**src/design/lto_pkg.sv**
```systemverilog
// Shared types and constants for the line track offset filter.
// No dependencies; every other design file refers to this package by scoped names.
package lto_pkg;

    localparam int TRACK_W     = 16;
    localparam int POS_N       = 15;
    localparam int SUM3_W      = 2;
    localparam int POS_W       = 4;
    localparam int RAW_ERR_W   = 5;
    localparam int WHITE_W     = 4;
    localparam int OFFSET_W    = 7;
    localparam int QUEUE_DEPTH = 2;

    // Window search covers positions 1..13, centre of the line is 7 (14 in halves)
    localparam logic [POS_W-1:0]     WIN_FIRST  = 4'd1;
    localparam logic [POS_W-1:0]     WIN_LAST   = 4'd13;
    localparam logic [RAW_ERR_W-1:0] CENTER_X2  = 5'd14;

    // Saturation limits of the offset output
    localparam int OFFSET_MAX = 63;
    localparam int OFFSET_MIN = -64;

    typedef struct packed {
        logic signed [RAW_ERR_W-1:0] raw_error_halves;
        logic [WHITE_W-1:0]          white_count;
    } class_t;

endpackage

```
**src/design/lto_front.sv**
```systemverilog
// Front end: interleaves a track word, counts whites, finds the darkest window.
// Depends on lto_pkg; feeds lto_queue.
module lto_front (
    input  logic                        s_valid,
    output logic                        s_ready,
    input  logic [lto_pkg::TRACK_W-1:0] s_track_bits,
    output logic                        push,
    output lto_pkg::class_t             push_data,
    input  logic                        q_full
);

    logic [lto_pkg::POS_N-1:0]  line;
    logic [lto_pkg::SUM3_W-1:0] sums [1:13];
    logic [13:1]                is_min;
    logic [13:1]                eq0, eq1, eq2;
    logic [lto_pkg::SUM3_W-1:0] minimum;
    logic [lto_pkg::POS_W-1:0]  first_pos, last_pos;
    logic [lto_pkg::RAW_ERR_W-1:0] fl_sum;
    logic [lto_pkg::WHITE_W-1:0] whites;

    assign s_ready = !q_full;
    assign push    = s_valid && !q_full;

    // Interleave rear and front bits; bit 7 is unused
    always_comb begin
        for (int i = 0; i < 7; i++) begin
            line[2*i]   = s_track_bits[8+i];
            line[2*i+1] = s_track_bits[i];
        end
        line[14] = s_track_bits[15];
    end

    always_comb begin
        whites = '0;
        for (int p = 0; p < lto_pkg::POS_N; p++) begin
            whites = whites + lto_pkg::WHITE_W'(line[p]);
        end
    end

    // Window sums and their minimum, found by flags rather than a chain
    always_comb begin
        for (int p = 1; p < 14; p++) begin
            sums[p] = lto_pkg::SUM3_W'(line[p-1]) + lto_pkg::SUM3_W'(line[p])
                    + lto_pkg::SUM3_W'(line[p+1]);
            eq0[p]  = (sums[p] == 2'd0);
            eq1[p]  = (sums[p] == 2'd1);
            eq2[p]  = (sums[p] == 2'd2);
        end
        if (|eq0) begin
            minimum = 2'd0;
        end else if (|eq1) begin
            minimum = 2'd1;
        end else if (|eq2) begin
            minimum = 2'd2;
        end else begin
            minimum = 2'd3;
        end
        for (int p = 1; p < 14; p++) begin
            is_min[p] = (sums[p] == minimum);
        end
    end

    // First and last window holding the minimum
    always_comb begin
        first_pos = lto_pkg::WIN_LAST;
        last_pos  = lto_pkg::WIN_FIRST;
        for (int p = 13; p >= 1; p--) begin
            if (is_min[p]) begin
                first_pos = lto_pkg::POS_W'(p);
            end
        end
        for (int p = 1; p < 14; p++) begin
            if (is_min[p]) begin
                last_pos = lto_pkg::POS_W'(p);
            end
        end
    end

    assign fl_sum = lto_pkg::RAW_ERR_W'(first_pos) + lto_pkg::RAW_ERR_W'(last_pos);

    always_comb begin
        push_data.raw_error_halves = signed'(lto_pkg::CENTER_X2 - fl_sum);
        push_data.white_count      = whites;
    end

endmodule

```
**src/design/lto_queue.sv**
```systemverilog
// Two-word queue between the front end and the filter back end.
// Depends on lto_pkg for the word type and depth.
module lto_queue (
    input  logic            aclk,
    input  logic            aresetn,
    input  logic            push,
    input  lto_pkg::class_t push_data,
    output logic            q_full,
    output logic            q_valid,
    input  logic            pop,
    output lto_pkg::class_t pop_data
);

    localparam int QPTR_W = $clog2(lto_pkg::QUEUE_DEPTH);
    localparam int QCNT_W = $clog2(lto_pkg::QUEUE_DEPTH + 1);

    lto_pkg::class_t    mem_reg [lto_pkg::QUEUE_DEPTH];
    logic [QPTR_W-1:0]  wr_ptr_reg, wr_ptr_next;
    logic [QPTR_W-1:0]  rd_ptr_reg, rd_ptr_next;
    logic [QCNT_W-1:0]  count_reg, count_next;

    assign q_full   = (count_reg == QCNT_W'(lto_pkg::QUEUE_DEPTH));
    assign q_valid  = (count_reg != '0);
    assign pop_data = mem_reg[rd_ptr_reg];

    always_comb begin
        wr_ptr_next = wr_ptr_reg;
        rd_ptr_next = rd_ptr_reg;
        count_next  = count_reg;
        if (push) begin
            wr_ptr_next = (wr_ptr_reg == QPTR_W'(lto_pkg::QUEUE_DEPTH - 1)) ? '0
                        : wr_ptr_reg + 1'b1;
        end
        if (pop) begin
            rd_ptr_next = (rd_ptr_reg == QPTR_W'(lto_pkg::QUEUE_DEPTH - 1)) ? '0
                        : rd_ptr_reg + 1'b1;
        end
        if (push && !pop) begin
            count_next = count_reg + 1'b1;
        end else if (pop && !push) begin
            count_next = count_reg - 1'b1;
        end
    end

    always_ff @(posedge aclk) begin
        if (!aresetn) begin
            wr_ptr_reg <= '0;
            rd_ptr_reg <= '0;
            count_reg  <= '0;
        end else begin
            wr_ptr_reg <= wr_ptr_next;
            rd_ptr_reg <= rd_ptr_next;
            count_reg  <= count_next;
        end
    end

    always_ff @(posedge aclk) begin
        if (push) begin
            mem_reg[wr_ptr_reg] <= push_data;
        end
    end

    a_no_overflow: assert property (@(posedge aclk) disable iff (!aresetn)
        count_reg <= QCNT_W'(lto_pkg::QUEUE_DEPTH))
        else $error("queue count beyond depth");

    a_no_push_full: assert property (@(posedge aclk) disable iff (!aresetn)
        push |-> !q_full)
        else $error("push into full queue");

    a_no_pop_empty: assert property (@(posedge aclk) disable iff (!aresetn)
        pop |-> q_valid)
        else $error("pop from empty queue");

endmodule

```
**src/design/lto_back.sv**
```systemverilog
// Back end: error history ring, windowed sum with saturation, result register.
// Depends on lto_pkg; drains lto_queue.
module lto_back #(
    parameter int FILTER_DEPTH = 3
) (
    input  logic                                 aclk,
    input  logic                                 aresetn,
    input  logic                                 q_valid,
    output logic                                 pop,
    input  lto_pkg::class_t                      pop_data,
    output logic                                 m_valid,
    input  logic                                 m_ready,
    output logic signed [lto_pkg::OFFSET_W-1:0]  m_offset_sixths,
    output logic [lto_pkg::WHITE_W-1:0]          m_white_count,
    output logic signed [lto_pkg::RAW_ERR_W-1:0] m_raw_error_halves
);

    localparam int PTR_W = (FILTER_DEPTH > 1) ? $clog2(FILTER_DEPTH) : 1;
    localparam int SUM_W = lto_pkg::RAW_ERR_W + $clog2(FILTER_DEPTH) + 3;

    logic signed [lto_pkg::RAW_ERR_W-1:0] history_reg [FILTER_DEPTH];
    logic [PTR_W-1:0]                     ptr_reg, ptr_next;
    logic                                 m_valid_reg, m_valid_next;
    logic signed [lto_pkg::OFFSET_W-1:0]  offset_reg, offset_next;
    logic [lto_pkg::WHITE_W-1:0]          white_reg;
    logic signed [lto_pkg::RAW_ERR_W-1:0] raw_reg;
    logic signed [SUM_W-1:0]              total;

    // Advance when the result slot is free or being taken
    assign pop = q_valid && (!m_valid_reg || m_ready);

    assign m_valid            = m_valid_reg;
    assign m_offset_sixths    = offset_reg;
    assign m_white_count      = white_reg;
    assign m_raw_error_halves = raw_reg;

    assign ptr_next = (ptr_reg == PTR_W'(FILTER_DEPTH - 1)) ? '0 : ptr_reg + 1'b1;

    // Sum of the ring as it will stand after this word's error is written
    always_comb begin
        total = '0;
        for (int k = 0; k < FILTER_DEPTH; k++) begin
            if (PTR_W'(k) == ptr_reg) begin
                total = total + SUM_W'(pop_data.raw_error_halves);
            end else begin
                total = total + SUM_W'(history_reg[k]);
            end
        end
        if (total > SUM_W'(lto_pkg::OFFSET_MAX)) begin
            offset_next = lto_pkg::OFFSET_W'(lto_pkg::OFFSET_MAX);
        end else if (total < SUM_W'(lto_pkg::OFFSET_MIN)) begin
            offset_next = lto_pkg::OFFSET_W'(lto_pkg::OFFSET_MIN);
        end else begin
            offset_next = total[lto_pkg::OFFSET_W-1:0];
        end
    end

    always_comb begin
        m_valid_next = m_valid_reg;
        if (pop) begin
            m_valid_next = 1'b1;
        end else if (m_ready) begin
            m_valid_next = 1'b0;
        end
    end

    always_ff @(posedge aclk) begin
        if (!aresetn) begin
            ptr_reg     <= '0;
            m_valid_reg <= 1'b0;
            for (int k = 0; k < FILTER_DEPTH; k++) begin
                history_reg[k] <= '0;
            end
        end else begin
            m_valid_reg <= m_valid_next;
            if (pop) begin
                ptr_reg              <= ptr_next;
                history_reg[ptr_reg] <= pop_data.raw_error_halves;
            end
        end
    end

    always_ff @(posedge aclk) begin
        if (pop) begin
            offset_reg <= offset_next;
            white_reg  <= pop_data.white_count;
            raw_reg    <= pop_data.raw_error_halves;
        end
    end

    a_ptr_range: assert property (@(posedge aclk) disable iff (!aresetn)
        ptr_reg <= PTR_W'(FILTER_DEPTH - 1))
        else $error("history pointer out of range");

    a_pop_fills: assert property (@(posedge aclk) disable iff (!aresetn)
        pop |=> m_valid_reg)
        else $error("popped word not presented");

    a_result_held: assert property (@(posedge aclk) disable iff (!aresetn)
        (m_valid_reg && !m_ready) |=> (m_valid_reg && $stable(offset_reg)
                                       && $stable(white_reg) && $stable(raw_reg)))
        else $error("stalled result word changed");

endmodule

```
**src/design/line_track_offset_filter.sv**
```systemverilog
// Top level of the line track offset filter.
// Depends on lto_pkg, lto_front, lto_queue and lto_back.
//
// One 16-bit sensor word in, one result word out, one per clock if m_ready is high.
// The front end interleaves rear bits 8..15 and front bits 0..6 into 15 positions
// (bit 7 is dropped), counts white bits, and locates the first and last three-wide
// window with the smallest sum; the raw error is 14 - first - last in half positions.
// Classified words go into a two-word queue. The back end writes each raw error
// into a FILTER_DEPTH-entry ring (cleared at reset, so the output ramps up over the
// first FILTER_DEPTH words) and registers the ring sum, saturated to -64..63; at a
// depth of three this is the offset in sixths of a position. An accepted word is
// written first into the queue and then into the result register, which drives
// m_valid. The queue and result register together absorb three words of output
// stall before s_ready drops. No clearing pass: the block accepts words right
// after reset.
module line_track_offset_filter #(
    parameter int FILTER_DEPTH = 3
) (
    input  logic                                 aclk,
    input  logic                                 aresetn,
    input  logic                                 s_valid,
    output logic                                 s_ready,
    input  logic [lto_pkg::TRACK_W-1:0]          s_track_bits,
    output logic                                 m_valid,
    input  logic                                 m_ready,
    output logic signed [lto_pkg::OFFSET_W-1:0]  m_offset_sixths,
    output logic [lto_pkg::WHITE_W-1:0]          m_white_count,
    output logic signed [lto_pkg::RAW_ERR_W-1:0] m_raw_error_halves
);

    logic            push;
    logic            pop;
    logic            q_full;
    logic            q_valid;
    lto_pkg::class_t push_data;
    lto_pkg::class_t pop_data;

    // Classify the incoming word; hold s_ready low while the queue is full
    lto_front u_front (
        .s_valid      (s_valid),
        .s_ready      (s_ready),
        .s_track_bits (s_track_bits),
        .push         (push),
        .push_data    (push_data),
        .q_full       (q_full)
    );

    // Decouple classification from filtering
    lto_queue u_queue (
        .aclk      (aclk),
        .aresetn   (aresetn),
        .push      (push),
        .push_data (push_data),
        .q_full    (q_full),
        .q_valid   (q_valid),
        .pop       (pop),
        .pop_data  (pop_data)
    );

    // Update the ring and present the filtered word
    lto_back #(
        .FILTER_DEPTH (FILTER_DEPTH)
    ) u_back (
        .aclk               (aclk),
        .aresetn            (aresetn),
        .q_valid            (q_valid),
        .pop                (pop),
        .pop_data           (pop_data),
        .m_valid            (m_valid),
        .m_ready            (m_ready),
        .m_offset_sixths    (m_offset_sixths),
        .m_white_count      (m_white_count),
        .m_raw_error_halves (m_raw_error_halves)
    );

endmodule
```
**config.mk**
```make
export PLATFORM = sky130hd
export DESIGN_NAME = line_track_offset_filter
export DESIGN_NICKNAME = d
export VERILOG_FILES = /design/src/design/lto_pkg.sv /design/src/design/lto_front.sv /design/src/design/lto_queue.sv /design/src/design/lto_back.sv /design/src/design/line_track_offset_filter.sv
export SDC_FILE = /design/constraint.sdc
export NUM_CORES = 1
export LEC_CHECK = 0
export BUFFER_PORTS_ARGS = -buffer_cell sky130_fd_sc_hd__buf_2
export CORE_MARGIN = 4
export CORE_UTILIZATION = 60
export DETAILED_ROUTE_END_ITERATION = 8
export GPL_TIMING_DRIVEN = 0
export PLACE_DENSITY = 0.87
export SLEW_MARGIN = 10
export SYNTH_ARGS = -nofsm -noshare
export SYNTH_HDL_FRONTEND = slang
export SYNTH_SLANG_ARGS = --single-unit
```
**constraint.sdc**
```tcl
create_clock -name aclk -period 8.35 [get_ports aclk]
set_input_delay 0.4175 -clock aclk [delete_from_list [all_inputs] [get_ports aclk]]
set_output_delay 0.4175 -clock aclk [all_outputs]
set_load 0.02 [all_outputs]
```
==> flow_summary.toml <==
[status]
status = "finished, final reports clean"

[place]
dp_slack_ns = 3.58
hpwl_mm = 7.53
port_buffers = 36
routabilityCongestion = 0.949

[timing]
post-route-min-period_ns = 4.90
skew_ns = 0.00564
report.final.slew_viol_count = 0
finalHoldViolations = 0
tightest_slew_ns = 0.923
hold_ws_ns = 0.390
max_freq_mhz = 204
relSlewSlack_pct = 37.8
finalCritPeriodShare_pct = 58.7
rsz0062_at_grt = "false"
fin_ws_ns = 3.45
finalSetupViolCount = 0
fin_setup_tns_ns = 0

[synth]
synth_edf_count = 49
synth_top_family_by_area = "adder cells"
synthesis.nets = 510
synth_common_cells = "58 x inv_1, 49 x edfxtp_1, 34 x nor2_1"
synth_area_leaders = "edfxtp_1 33%, fa_1 12%, ha_1 7.9%, inv_1 4.9%, dfxtp_1 3.6%"
synth_compound_area_share_pct = 18.6
synth_top_area_cell = "edfxtp_1"
yosysSeqAreaShare_pct = 36.7
synth_mux_area_share_pct = 2.37
synthAdderAreaFrac_pct = 19.6
yosys.cell_types.count = 58
syn_inst = 436
synth_flop_cell = "edfxtp_1"
yosys_register_bits = 57
yosysMostFrequentCell = "inv_1"
yosys.area_share.simple_pct = 12.8
synth-xor-area-share_pct = 3.55
synthArstFlopShare_pct = 0
netlist_area_um2 = 4440
synth_top_area_share_pct = 33.1
yosysWarnings = 0
avgSynthCellArea_um2 = 10.2

[floorplan]
num_io_pins = 38
dieWidth_um = 94.0
dieHeight_um = 94.0
dieArea_um2 = 8840
initial_core_util_pct = 61.6
core_area_um2 = 7210
core.rowCount = 31

[clock_network]
hold_buffers = 0
cts.htree.levels = 3
cts_made_buffers = 9
post_cts_resize_count = 0
clk_pin_slew_ns = 0.06
cts_buffer_depth = 2
cts.sinks = 57
cts_tree = "built"
clkLatencyLatePin_ns = 0.34
clk_root_buffer_cell = "clkbuf_8"
postCtsSetupBuffers = 0

[routing]
vias_per_cell = 5.90
vias = 3463
post_drt_wl_per_cell_um = 16.8
drt_iter0_drc = 188
drt-total-wl_mm = 9.87
ant_nets = 0
dr.pass1.iters = 5
route.met2.wl_mm = 5.24
wl_met1_mm = 3.72
route.detailed.drc = 0
topRoutingLayerUsed = "met4"
dr_wl_met3_um = 582

[power_and_ir_drop]
p_seq_share_pct = 24.0
ir_drop_v = 0.000205
switching_share_pct = 44.7
power_leakage_nw = 2.14
p_clk_share_pct = 12.0
power_density_nw_per_um2 = 465
p_int_w = 0.00127
switching_power_w = 0.00103
power_w = 0.00230
comb_power_share_pct = 64.0

[grt]
grt_first_pass_wirelength_mm = 16.2
antenna_found_initial = 0
gr-total-overflow = 0
grt_start_max_net_pins = 21
grt_util_all_layers_pct = 23.6
grt_pass1_vias = 3558

[setup_path]
r2r_end = "u_back.m_offset_sixths[1]"
crit_path_start_kind = "flop"
regToRegSetupSlack_ns = 3.45
crit_fanout = 9
cp-end-kind = "flop"
worstPathRequired_ns = 8.39
critPathKind = "flop to flop"
crit_arrival_ns = 4.94
reg2reg_depth = 16

[min_path]
hold_path.startpoint = "aresetn"
hp-class = "primary input to flop"
min_path_cells = 2
holdPathEnd = "u_queue.count_reg[1]"

[layout]
nFillCells = 517
diodes = 0
fin_nets = 557
area_delta_synth_final_pct = 11.6
drive_gt1_share_pct = 15.4
largest_reg_flops = 18

[run]
maxCapViolCount = 0
cells in the final DEF, fill, tap and decap left out, drive strengths merged, types with 3 or more instances in the layout:
cell     Yosys  routed
a21oi       23      23
o21ai       24      24
xor2         6       6
nand2       19      19
nand2b      12      12
nor2b       14      14
nor2        34      34
a2bb2oi     13      13
o21a         4       4
o31ai        4       4
mux2i        6       6
a21o         6       6
and2         6       6
or2          6       6
buf          5      41
o22a         4       4
a2111oi      3       3
fa          26      26
xnor2       12      12
dfxtp        8       8
clkbuf       6      16
or3          4       4
edfxtp      49      49
inv         60      60
o22ai       12      12
nor3         4       4
mux2         4       4
a31oi        3       3
nand3        3       3
clkinv       0       4
o21bai       3       3
ha          28      28
a21boi       6       6
cell families (layout without fill, tap and decap cells):
logic type	after synthesis	after routing
XOR/XNOR	18	18
adder cells (fa/ha/maj)	54	54
buffers and inverters	71	123
flip-flops	57	57
multiplexers	10	10
AND/OR/NAND/NOR	110	110
AO/OA/AOI/OAI	116	116
how the worst max path moves through the flow:
stage | start | end | cells after the start
4_1_cts | flop | u_back.m_offset_sixths[1] | 16
5_1_grt | flop | u_back.m_offset_sixths[2] | 17
2_1_floorplan | s_track_bits[0] | u_queue.mem_reg[0][7] | 16
6_report | flop | u_back.m_offset_sixths[1] | 16
3_5_place_dp | s_track_bits[4] | u_queue.mem_reg[0][6] | 17
3_3_place_gp | s_track_bits[4] | u_queue.mem_reg[0][7] | 17
power by group through the flow:
stage / sequential (W) / combinational (W) / clock [W]
floorplan: 0.000609 / 0.00105 / 0
global placement: 0.000552 / 0.00135 / 0
detailed placement: 0.000557 / 0.00144 / 0
CTS: 0.000552 / 0.00146 / 0.000277
global route: 0.000561 / 0.00165 / 0.000287
finish: 0.000553 / 0.00147 / 0.000277
metal layers:
| layer | vias up | global-route usage, % |
|---|---|---|
| met5 | - | 0 |
| met4 | 0 | 12.2 |
| met3 | 31 | 3.69 |
| met2 | 146 | 43.2 |
| met1 | 1647 | 26.3 |
| li1 | 1639 | - |
area by class of cell:
type	instances	area [um2]	share of cell area, %
inverters	60	225	4.54
plain buffers	11	52.6	1.06
clock inverters	6	83.8	1.69
well taps	99	124	2.50
multi-input cells	308	2530	51.1
flip-flops and latches	57	1630	32.9
clock buffers	10	128	2.57
repair buffers	36	180	3.63
worst max-delay path, cell delays in order (launching register included):
cell and delay [ns]:
dfxtp_1 0.30, buf_2 0.27, mux2i_1 0.64, o21ai_0 0.20
ha_1 0.26, inv_1 0.08, fa_1 0.45, inv_1 0.08
ha_1 0.22, a21o_1 0.17, a21oi_1 0.21, o21ai_0 0.16
a2111oi_0 0.44, or3_1 0.22, xnor2_1 0.10, o31ai_1 0.58
o21ai_0 0.21
stage by stage:
step	cell area [um2]	utilization (%)	cells
2_1_floorplan	4440	-	436
3_3_place_gp	4750	65.8	571
3_5_place_dp	4750	65.8	571
4_1_cts	4960	68.7	587
5_1_grt	4960	68.7	587
6_report	4960	68.7	587
Note: power is estimated with default switching activity, not from simulation.
